<file path="src/rtl/assert_macros.svh">
// Assertion macros of the RC5x frame encoder, used by rc5x_ir_frame_encoder.
// Each use is clocked on a named clock and is off while the named reset is low.
`ifndef ASSERT_MACROS_SVH
`define ASSERT_MACROS_SVH

// Property must hold at every edge outside reset.
`define RC5X_ASSERT(lbl, clk, rstn, prop, msg) \
  lbl: assert property (@(posedge clk) disable iff (!rstn) (prop)) else $error(msg);

// Condition at one edge implies a consequence at the next edge.
`define RC5X_ASSERT_NEXT(lbl, clk, rstn, pre, post, msg) \
  lbl: assert property (@(posedge clk) disable iff (!rstn) (pre) |=> (post)) else $error(msg);

`endif

</file>
<file path="src/rtl/rc5x_pkg.sv">
// Package of the RC5x frame encoder: frame and slot constants, types, register map.
// Used by rc5x_slot_map and rc5x_ir_frame_encoder.
`default_nettype none

package rc5x_pkg;

  localparam int unsigned FRAME_BITS  = 20;
  localparam int unsigned SLOT_COUNT  = 44;
  localparam int unsigned SLOT_W      = 6;
  localparam int unsigned POS_W       = 5;
  localparam int unsigned PAUSE_FIRST = 16;
  localparam int unsigned PAUSE_LAST  = 19;
  localparam int unsigned EXT_FIRST   = 20;
  localparam int unsigned LAST_SLOT   = SLOT_COUNT - 1;

  localparam int unsigned DUR_W       = 16;
  localparam int unsigned APB_ADDR_W  = 3;
  localparam int unsigned APB_DATA_W  = 32;
  localparam logic [DUR_W-1:0] HALF_BIT_RESET = 16'd889;

  // Register index taken from the word address bit of paddr
  typedef enum logic [0:0] {
    REG_HALF_BIT = 1'b0,
    REG_NONE     = 1'b1
  } reg_idx_e;

  typedef logic [FRAME_BITS-1:0] frame_t;
  typedef logic [SLOT_W-1:0]     slot_t;

  typedef struct packed {
    logic level;
    logic last;
  } slot_info_t;

endpackage

`default_nettype wire

</file>
<file path="src/rtl/rc5x_slot_map.sv">
// Slot mapper of the RC5x frame encoder: level and end-of-frame flag of one slot.
// Depends on rc5x_pkg.
`default_nettype none

module rc5x_slot_map import rc5x_pkg::*; (
  input  frame_t     frame_i,
  input  slot_t      slot_i,
  output slot_info_t info_o
);

  logic             in_pause;
  slot_t            ext_off;
  logic [POS_W-1:0] pos;
  logic [POS_W-1:0] bit_idx;
  logic             frame_bit;

  always_comb begin
    in_pause = slot_i inside {[SLOT_W'(PAUSE_FIRST):SLOT_W'(PAUSE_LAST)]};
    ext_off  = slot_i - SLOT_W'(EXT_FIRST);
    if (slot_i < SLOT_W'(PAUSE_FIRST)) begin
      pos = slot_i[POS_W:1];
    end else begin
      pos = POS_W'(PAUSE_FIRST / 2) + ext_off[POS_W:1];
    end
    // Send the frame most significant bit first
    bit_idx   = POS_W'(FRAME_BITS - 1) - pos;
    frame_bit = frame_i[bit_idx];
    // A one is space then mark, a zero mark then space
    info_o.level = in_pause ? 1'b0 : ~(frame_bit ^ slot_i[0]);
    info_o.last  = (slot_i == SLOT_W'(LAST_SLOT));
  end

endmodule

`default_nettype wire

</file>
<file path="src/rtl/rc5x_ir_frame_encoder.sv">
// RC5x infrared frame encoder, top level: stream ports, APB register, slot sequencer.
// Depends on rc5x_pkg, rc5x_slot_map and assert_macros.svh.
//
// Use:
//  - Slave stream: one item per frame request (address, command, extension).
//  - Master stream: 44 items per frame, one half-bit slot each, carrying the
//    level (1 = mark) and the slot length in microseconds; tlast marks the
//    44th slot of the frame.
//  - APB: one register, half_bit_time_us at byte address 0 (reset 889);
//    write it only while the encoder is idle.
//  - Start: a taken request is registered, then its first slot enters the output
//    register; after that, one slot per cycle while the receiver does not stall.
//  - The slot counter walks the 44 slots of a frame; the next request is taken
//    in the cycle the last slot of the current frame enters the output
//    register, so frames run back to back.
//  - The toggle bit is sampled when a request is taken and then flips.
//  - Reset clears the toggle, the sequencer and the output valid, and loads
//    the default slot length.
//  - A receiver stall holds the output register and freezes the slot counter;
//    no slot is dropped or repeated.
`default_nettype none
`include "assert_macros.svh"

module rc5x_ir_frame_encoder import rc5x_pkg::*; (
  input  wire logic                  clk_i,
  input  wire logic                  rst_ni,
  // Slave stream
  input  wire logic                  s_tvalid_i,
  output      logic                  s_tready_o,
  input  wire logic [23:0]           s_tdata_i,   // address[4:0], command[11:5], extension[17:12]
  // Master stream
  output      logic                  m_tvalid_o,
  input  wire logic                  m_tready_i,
  output      logic [23:0]           m_tdata_o,   // level[0], duration_us[16:1]
  output      logic                  m_tlast_o,
  // APB register port
  input  wire logic                  psel,
  input  wire logic                  penable,
  input  wire logic                  pwrite,
  input  wire logic [APB_ADDR_W-1:0] paddr,
  input  wire logic [APB_DATA_W-1:0] pwdata,
  output      logic [APB_DATA_W-1:0] prdata,
  output      logic                  pready
);

  // Configuration register
  logic [DUR_W-1:0] half_bit_q, half_bit_d;
  reg_idx_e         reg_idx;
  logic             cfg_wr;

  // Sequencer state
  logic       busy_q, busy_d;
  slot_t      slot_q, slot_d;
  logic       toggle_q, toggle_d;
  frame_t     frame_q;

  // Output register
  logic             out_valid_q, out_valid_d;
  logic             level_q;
  logic [DUR_W-1:0] dur_q;
  logic             last_q;

  logic       in_accept;
  logic       advance;
  slot_info_t slot_info;

  logic [4:0] in_address;
  logic [6:0] in_command;
  logic [5:0] in_extension;

  assign in_address   = s_tdata_i[4:0];
  assign in_command   = s_tdata_i[11:5];
  assign in_extension = s_tdata_i[17:12];

  // APB: always ready, word index from paddr[2]
  assign pready  = 1'b1;
  assign reg_idx = reg_idx_e'(paddr[2]);
  assign cfg_wr  = psel && penable && pwrite && pready;

  always_comb begin
    half_bit_d = half_bit_q;
    if (cfg_wr && (reg_idx == REG_HALF_BIT)) begin
      half_bit_d = pwdata[DUR_W-1:0];
    end
  end

  always_comb begin
    case (reg_idx)
      REG_HALF_BIT: prdata = {{(APB_DATA_W-DUR_W){1'b0}}, half_bit_q};
      default:      prdata = '0;
    endcase
  end

  rc5x_slot_map u_slot_map (
    .frame_i (frame_q),
    .slot_i  (slot_q),
    .info_o  (slot_info)
  );

  // Advance when a slot is pending and the output register is free or draining
  assign advance    = busy_q && (!out_valid_q || m_tready_i);
  assign s_tready_o = !busy_q || (advance && slot_info.last);
  assign in_accept  = s_tvalid_i && s_tready_o;

  always_comb begin
    busy_d      = busy_q;
    slot_d      = slot_q;
    toggle_d    = toggle_q;
    out_valid_d = out_valid_q;
    if (advance) begin
      out_valid_d = 1'b1;
      slot_d      = slot_q + SLOT_W'(1);
      if (slot_info.last) begin
        busy_d = 1'b0;
      end
    end else if (m_tready_i) begin
      out_valid_d = 1'b0;
    end
    // A new request restarts the sequencer and flips the toggle
    if (in_accept) begin
      busy_d   = 1'b1;
      slot_d   = '0;
      toggle_d = ~toggle_q;
    end
  end

  always_ff @(posedge clk_i or negedge rst_ni) begin
    if (!rst_ni) begin
      half_bit_q  <= HALF_BIT_RESET;
      busy_q      <= 1'b0;
      slot_q      <= '0;
      toggle_q    <= 1'b0;
      out_valid_q <= 1'b0;
    end else begin
      half_bit_q  <= half_bit_d;
      busy_q      <= busy_d;
      slot_q      <= slot_d;
      toggle_q    <= toggle_d;
      out_valid_q <= out_valid_d;
    end
  end

  // Payload registers
  always_ff @(posedge clk_i) begin
    if (in_accept) begin
      // start, inverted command bit 6, toggle, address, command[5:0], extension
      frame_q <= {1'b1, ~in_command[6], toggle_q, in_address,
                  in_command[5:0], in_extension};
    end
    if (advance) begin
      level_q <= slot_info.level;
      dur_q   <= half_bit_q;
      last_q  <= slot_info.last;
    end
  end

  assign m_tvalid_o = out_valid_q;
  assign m_tdata_o  = {{(24-DUR_W-1){1'b0}}, dur_q, level_q};
  assign m_tlast_o  = last_q;

  // Checks
  `RC5X_ASSERT(a_accept_at_end, clk_i, rst_ni, (in_accept && busy_q) |-> (slot_q == SLOT_W'(LAST_SLOT)), "request taken mid-frame")
  `RC5X_ASSERT_NEXT(a_toggle_flips, clk_i, rst_ni, in_accept, (toggle_q != $past(toggle_q)), "toggle did not flip")
  `RC5X_ASSERT(a_pause_space, clk_i, rst_ni, (busy_q && (slot_q >= SLOT_W'(PAUSE_FIRST)) && (slot_q <= SLOT_W'(PAUSE_LAST))) |-> !slot_info.level, "pause slot not a space")

endmodule

`default_nettype wire

</file>
<file path="config.mk">
export PLATFORM = sky130hd
export DESIGN_NAME = rc5x_ir_frame_encoder
export DESIGN_NICKNAME = d
export VERILOG_FILES = /design/src/rtl/rc5x_pkg.sv /design/src/rtl/rc5x_slot_map.sv /design/src/rtl/rc5x_ir_frame_encoder.sv
export VERILOG_INCLUDE_DIRS = /design/src /design/src/rtl
export SDC_FILE = /design/constraint.sdc
export NUM_CORES = 1
export LEC_CHECK = 0
export BUFFER_PORTS_ARGS = -buffer_cell sky130_fd_sc_hd__buf_2
export CORE_ASPECT_RATIO = 1.4
export CORE_MARGIN = 2
export CORE_UTILIZATION = 49
export CTS_BUF_LIST = sky130_fd_sc_hd__clkbuf_8
export DETAILED_ROUTE_END_ITERATION = 6
export PLACE_DENSITY = 0.82
export SYNTH_ARGS = -nofsm -noshare
export SYNTH_HDL_FRONTEND = slang
export SYNTH_SLANG_ARGS = --single-unit
</file>
<file path="constraint.sdc">
create_clock -name clk_i -period 3.28 [get_ports clk_i]
set_input_delay 0.164 -clock clk_i [delete_from_list [all_inputs] [get_ports clk_i]]
set_output_delay 0.164 -clock clk_i [all_outputs]
set_load 0.05 [all_outputs]
</file>
# Yosys cells after proc, flatten, opt, wreduce, memory -nomap -nowiden
# Cells that the tools add are included.
# word_totals
register_bits	62
out_inout_bits	60
wordCells	49
# op_classes
n_addsub	4
order_cmp	4
n_eq_ne	1
n_mux	11
n_bitwise	5
n_reduce_logical	15
# ops
cell	n
$mux W16	1
$mux W6	2
$logic_and A1 B1 Y1	7
$add A6 B1 Y6 const B	1
$eq A6 B6 Y1 const B	1
$ge A6 B5 Y1 const B	1
$le A6 B5 Y1 const B	1
$lt A5 B6 Y1 const B	1
$lt A6 B5 Y1 const B	1
$mux W1	6
$reduce_bool A2 Y1	3
$sub A6 B5 Y6 const B	1
$add A4 B5 Y5 const A	1
$bmux W1 S5	1
$mux W5	1
$sub A5 B5 Y5 const A	1
$not A1 Y1	4
$logic_not A1 Y1	2
$logic_or A1 B1 Y1	2
$reduce_and A2 Y1	1
$xor A1 B1 Y1	1

# Longest topological paths before layout
# logic_depth
word_depth	8
ltp_mapped	10

# Modules after synthesis
# From an unflattened synthesis, not the netlist that was laid out.
# hier_totals
hier_cells	208
area_unflattened_um2	2954.1
# by_module_without_submodules
module	n_inst	cells_each	area_per_inst_um2	seq_area_each_um2
rc5x_ir_frame_encoder	1	158	2529.9	1745.4
rc5x_slot_map	1	50	424.2	0.0

# Least setup slack after synthesis
# OpenSTA, ideal clock, no wires.
# synth_path
path_kind	register -> register
startpoint	reg slot_q[2]
endpoint	reg level_q (data pin)
setup_time_ps	264
arrival_ps	2305
slack_ps	711
stages_incl_launch_ff	11
synth_period_minus_slack_ps	2569
path_cell_list	dfrtp_1 > buf_6 > inv_1 > ha_1 > nand2_1 > mux2_2 > ha_1 > or4_4 > a21oi_1 > nor4b_1 > nor4_1
# synth_between
elab_chain_cells	8
word_cells_on_any_way	12
cone_classes	3 x add/sub; 3 x order compare; 3 x mux; 2 x bitwise; 1 x reduce/logical
# synth_rtl
item	line	rtl
start: declaration	rc5x_ir_frame_encoder.sv:53	slot_t slot_q, slot_d;
start signal: assignment	rc5x_ir_frame_encoder.sv:137	slot_q <= slot_d;
$sub A6 B5 Y6	rc5x_slot_map.sv:19	ext_off = slot_i - SLOT_W'(EXT_FIRST);
$add A4 B5 Y5	rc5x_slot_map.sv:23	pos = POS_W'(PAUSE_FIRST / 2) + ext_off[POS_W:1];
$mux W5	rc5x_slot_map.sv:20	if (slot_i < SLOT_W'(PAUSE_FIRST)) begin
$sub A5 B5 Y5	rc5x_slot_map.sv:26	bit_idx = POS_W'(FRAME_BITS - 1) - pos;
$bmux W1 S5	rc5x_slot_map.sv:27	frame_bit = frame_i[bit_idx];
$mux W1 (implied by the code)	rc5x_slot_map.sv:27	
$xor A1 B1 Y1	rc5x_slot_map.sv:29	info_o.level = in_pause ? 1'b0 : ~(frame_bit ^ slot_i[0]);
$not A1 Y1	rc5x_slot_map.sv:29	
end signal: assignment	rc5x_ir_frame_encoder.sv:151	level_q <= slot_info.level;
end: declaration	rc5x_ir_frame_encoder.sv:59	logic level_q;
# Several ways; a longest one is shown, not always the timed one. The select of a mux whose other input is x is not followed.
# A chain may end at the register's enable or synchronous reset.

# Final worst setup path
# Same ends and word-level chain as after synthesis.

==> metrics.csv <==
metric,value,unit
status,finished clean,
cts-resized-gates,0,
antenna_found_initial,0,
synth-seq-cells,62,
dr.pass1.iters,4,
rr_worst_depth,9,
track_usage,0.166,
leakage,0.00156,µW
drive_above_1_share,0.399,
grt_max_degree,27,
viasPerCell,5.06,
final_common_cell,buf_2,
io_buffer_count,77,
maxCapViolations,0,
synth_area,0.00293,mm²
hold_viol_final,0,
finalCritPeriodShare,0.854,
drc,0,
wl,5310,µm
gp_routability_congestion,0.742,
ys_warn_count,0,
endpoint_kind,flop,
slew_violations,0,
synth-edff-count,37,
syn_inst,214,
grt_pass1_wl,8470,µm
synthFlopType,edfxtp_1,
dp_hpwl,3600,µm
grt_pass1_vias,1891,
gr-total-overflow,0,
finalNetCount,373,
cts_buffer_depth,2,
fp.dieH,95.4,µm
fmax,0.357,GHz
tightest_slew,0.925,ns
cts_tree,yes,
cp.arrival,2.87,ns
path_clk_slew,0.07,ns
drt_iter0_markers,41,
start_kind,flop,
n_antenna_cell,0,
detail-route-antenna-nets,0,
synth_cell_type_count,51,
routedWlPerCell,14.1,µm
htreeDepth,3,
cts_root_buf,clkbuf_8,
start_util,0.502,
max_slew_margin,0.380,
finalSetupTns,0,ns
path_max_fanout,10,
core.rowCount,33,
core-area,0.00582,mm²
async_flop_share,0.403,
fin_skew,0.00774,ns
rsz0062_at_grt,false,
powerDensity,858,mW/mm²
path_class,reg -> reg,
ioPinCount,126,
avgSynthCellArea,13.7,µm²
die_x,69.3,µm
holdWs,0.0191,ns
clkLatencyLatePin,0.33,ns
clock-sinks,62,
fin_crit,2.80,ns
hp-class,in -> reg,
critPathRequiredTime,3.35,ns
synth_seq_area_share,0.597,
dieArea,0.00661,mm²
mostFrequentLayoutCells,"buf_2 (77), edfxtp_1 (37), conb_1 (24)",
setup_viol_count_final,0,
numCtsBuffers,9,
detailroute.via_count,1904,
peakVddDrop,0.466,mV
hold-path-cell-count,1,
cts_setup_buffers,0,
syn_to_final_growth,21.0,%
## worst paths after layout
path | slack [ns] | start | endpoint
hold / removal | 0.02 | s_tdata_i[17] | frame_q[5]$_DFFE_PN_
hold reg to reg | 0.46 | half_bit_q[14]$_DFFE_PN0P_ | dur_q[14]$_DFFE_PP_
setup reg to reg | 0.48 | slot_q[2]$_DFFE_PN0P_ | level_q$_SDFFCE_PP0P_
max in group asynchronous | 2.51 | rst_ni | toggle_q$_DFFE_PN0N_
min in group asynchronous | 0.37 | rst_ni | half_bit_q[15]$_DFFE_PN0P_
setup / recovery | 0.48 | slot_q[2]$_DFFE_PN0P_ | level_q$_SDFFCE_PP0P_
## repair_timing
action,in CTS,in global routing
hold buffers,8,0
endpoints found under the hold margin,25,0
setup endpoints to repair,0,0
## cell type report
cell class              instances  area (µm²)
repair buffers                 87         480
flip-flops and latches         62        1750
multi-input cells             138        1020
inverters                       3        11.3
clock buffers                  11         151
well taps                      70        87.6
clock inverters                 5        48.8
fillers                       426        2280
## power by group
group	leakage (µW)	total (µW)	switching [µW]	internal, µW
combinational	0.000813	1210	721	488
clock	0.000110	661	276	386
sequential	0.000633	1170	170	998
## cells by family (layout without fill, tap and decap cells)
family | after synthesis | after routing | synth area share
XOR/XNOR | 5 | 5 | 0.0150
buffers and inverters | 36 | 106 | 0.0843
multiplexers | 22 | 22 | 0.0954
adder cells (fa/ha/maj) | 6 | 6 | 0.0257
flip-flops | 62 | 62 | 0.597
AO/OA/AOI/OAI | 20 | 20 | 0.0522
AND/OR/NAND/NOR | 61 | 61 | 0.128
other | 2 | 24 | 0.00257
## state kept, by name (all words and copies together), names as in the netlist
name,flops
busy_q,1
dur_q,16
frame_q,19
half_bit_q,16
level_q,1
m_tlast_o,1
m_tvalid_o,1
slot_q,6
toggle_q,1
## cells in the mapped netlist (2+ instances only)
library cell  instances  area share
dfstp_2               7       0.063
mux4_2                3       0.023
a21oi_1               4      0.0068
inv_1                 3      0.0038
or3_1                 3      0.0064
nand3_1               4      0.0068
buf_4                26       0.067
conb_1                2      0.0026
xor2_1                2      0.0060
and2_1                2      0.0043
dfrtp_1              18        0.15
o31ai_1               2      0.0051
mux2i_1               2      0.0068
mux2_2                9       0.035
nand2b_1              4      0.0086
mux2_1                8       0.031
ha_1                  6       0.026
nand2_1               9       0.012
edfxtp_1             37        0.38
o21ai_0               3      0.0051
nor2b_1              16       0.034
nor2_1                8       0.010
xnor2_1               3      0.0090
o22ai_1               2      0.0043
buf_2                 2      0.0034
clkbuf_1              3      0.0038
or2b_1                2      0.0051
## per-layer routing
metal | part of all wire | vias to the layer above | GRT usage
met5 | 0 | - | 0
met4 | 0.021 | 0 | 0.0964
met3 | 0.066 | 11 | 0.0497
met2 | 0.53 | 72 | 0.300
met1 | 0.38 | 929 | 0.171
li1 | - | 892 | -
## critical path, cell delays in order (launching register included)
cell     delay, ns
dfrtp_1       0.50
inv_1         0.20
ha_1          0.28
nand2_1       0.08
mux2_2        0.27
ha_1          0.19
or4_4         0.56
a21oi_1       0.14
nor4b_1       0.24
nor4_1        0.09
## through the flow
| step | utilization | std cells | total power, µW | instance area, µm² | worst slack, ns |
|---|---|---|---|---|---|
| 2_1_floorplan | - | 236 | 2200 | 3010 | 0.711 |
| 3_3_place_gp | 0.560 | 352 | 2340 | 3260 | 0.573 |
| 3_5_place_dp | 0.560 | 352 | 2380 | 3260 | 0.505 |
| 4_1_cts | 0.608 | 376 | 3060 | 3540 | 0.495 |
| 5_1_grt | 0.608 | 376 | 3230 | 3540 | 0.213 |
| 6_report | 0.608 | 376 | 3040 | 3540 | 0.477 |
Power figures use the tool's default switching activity.
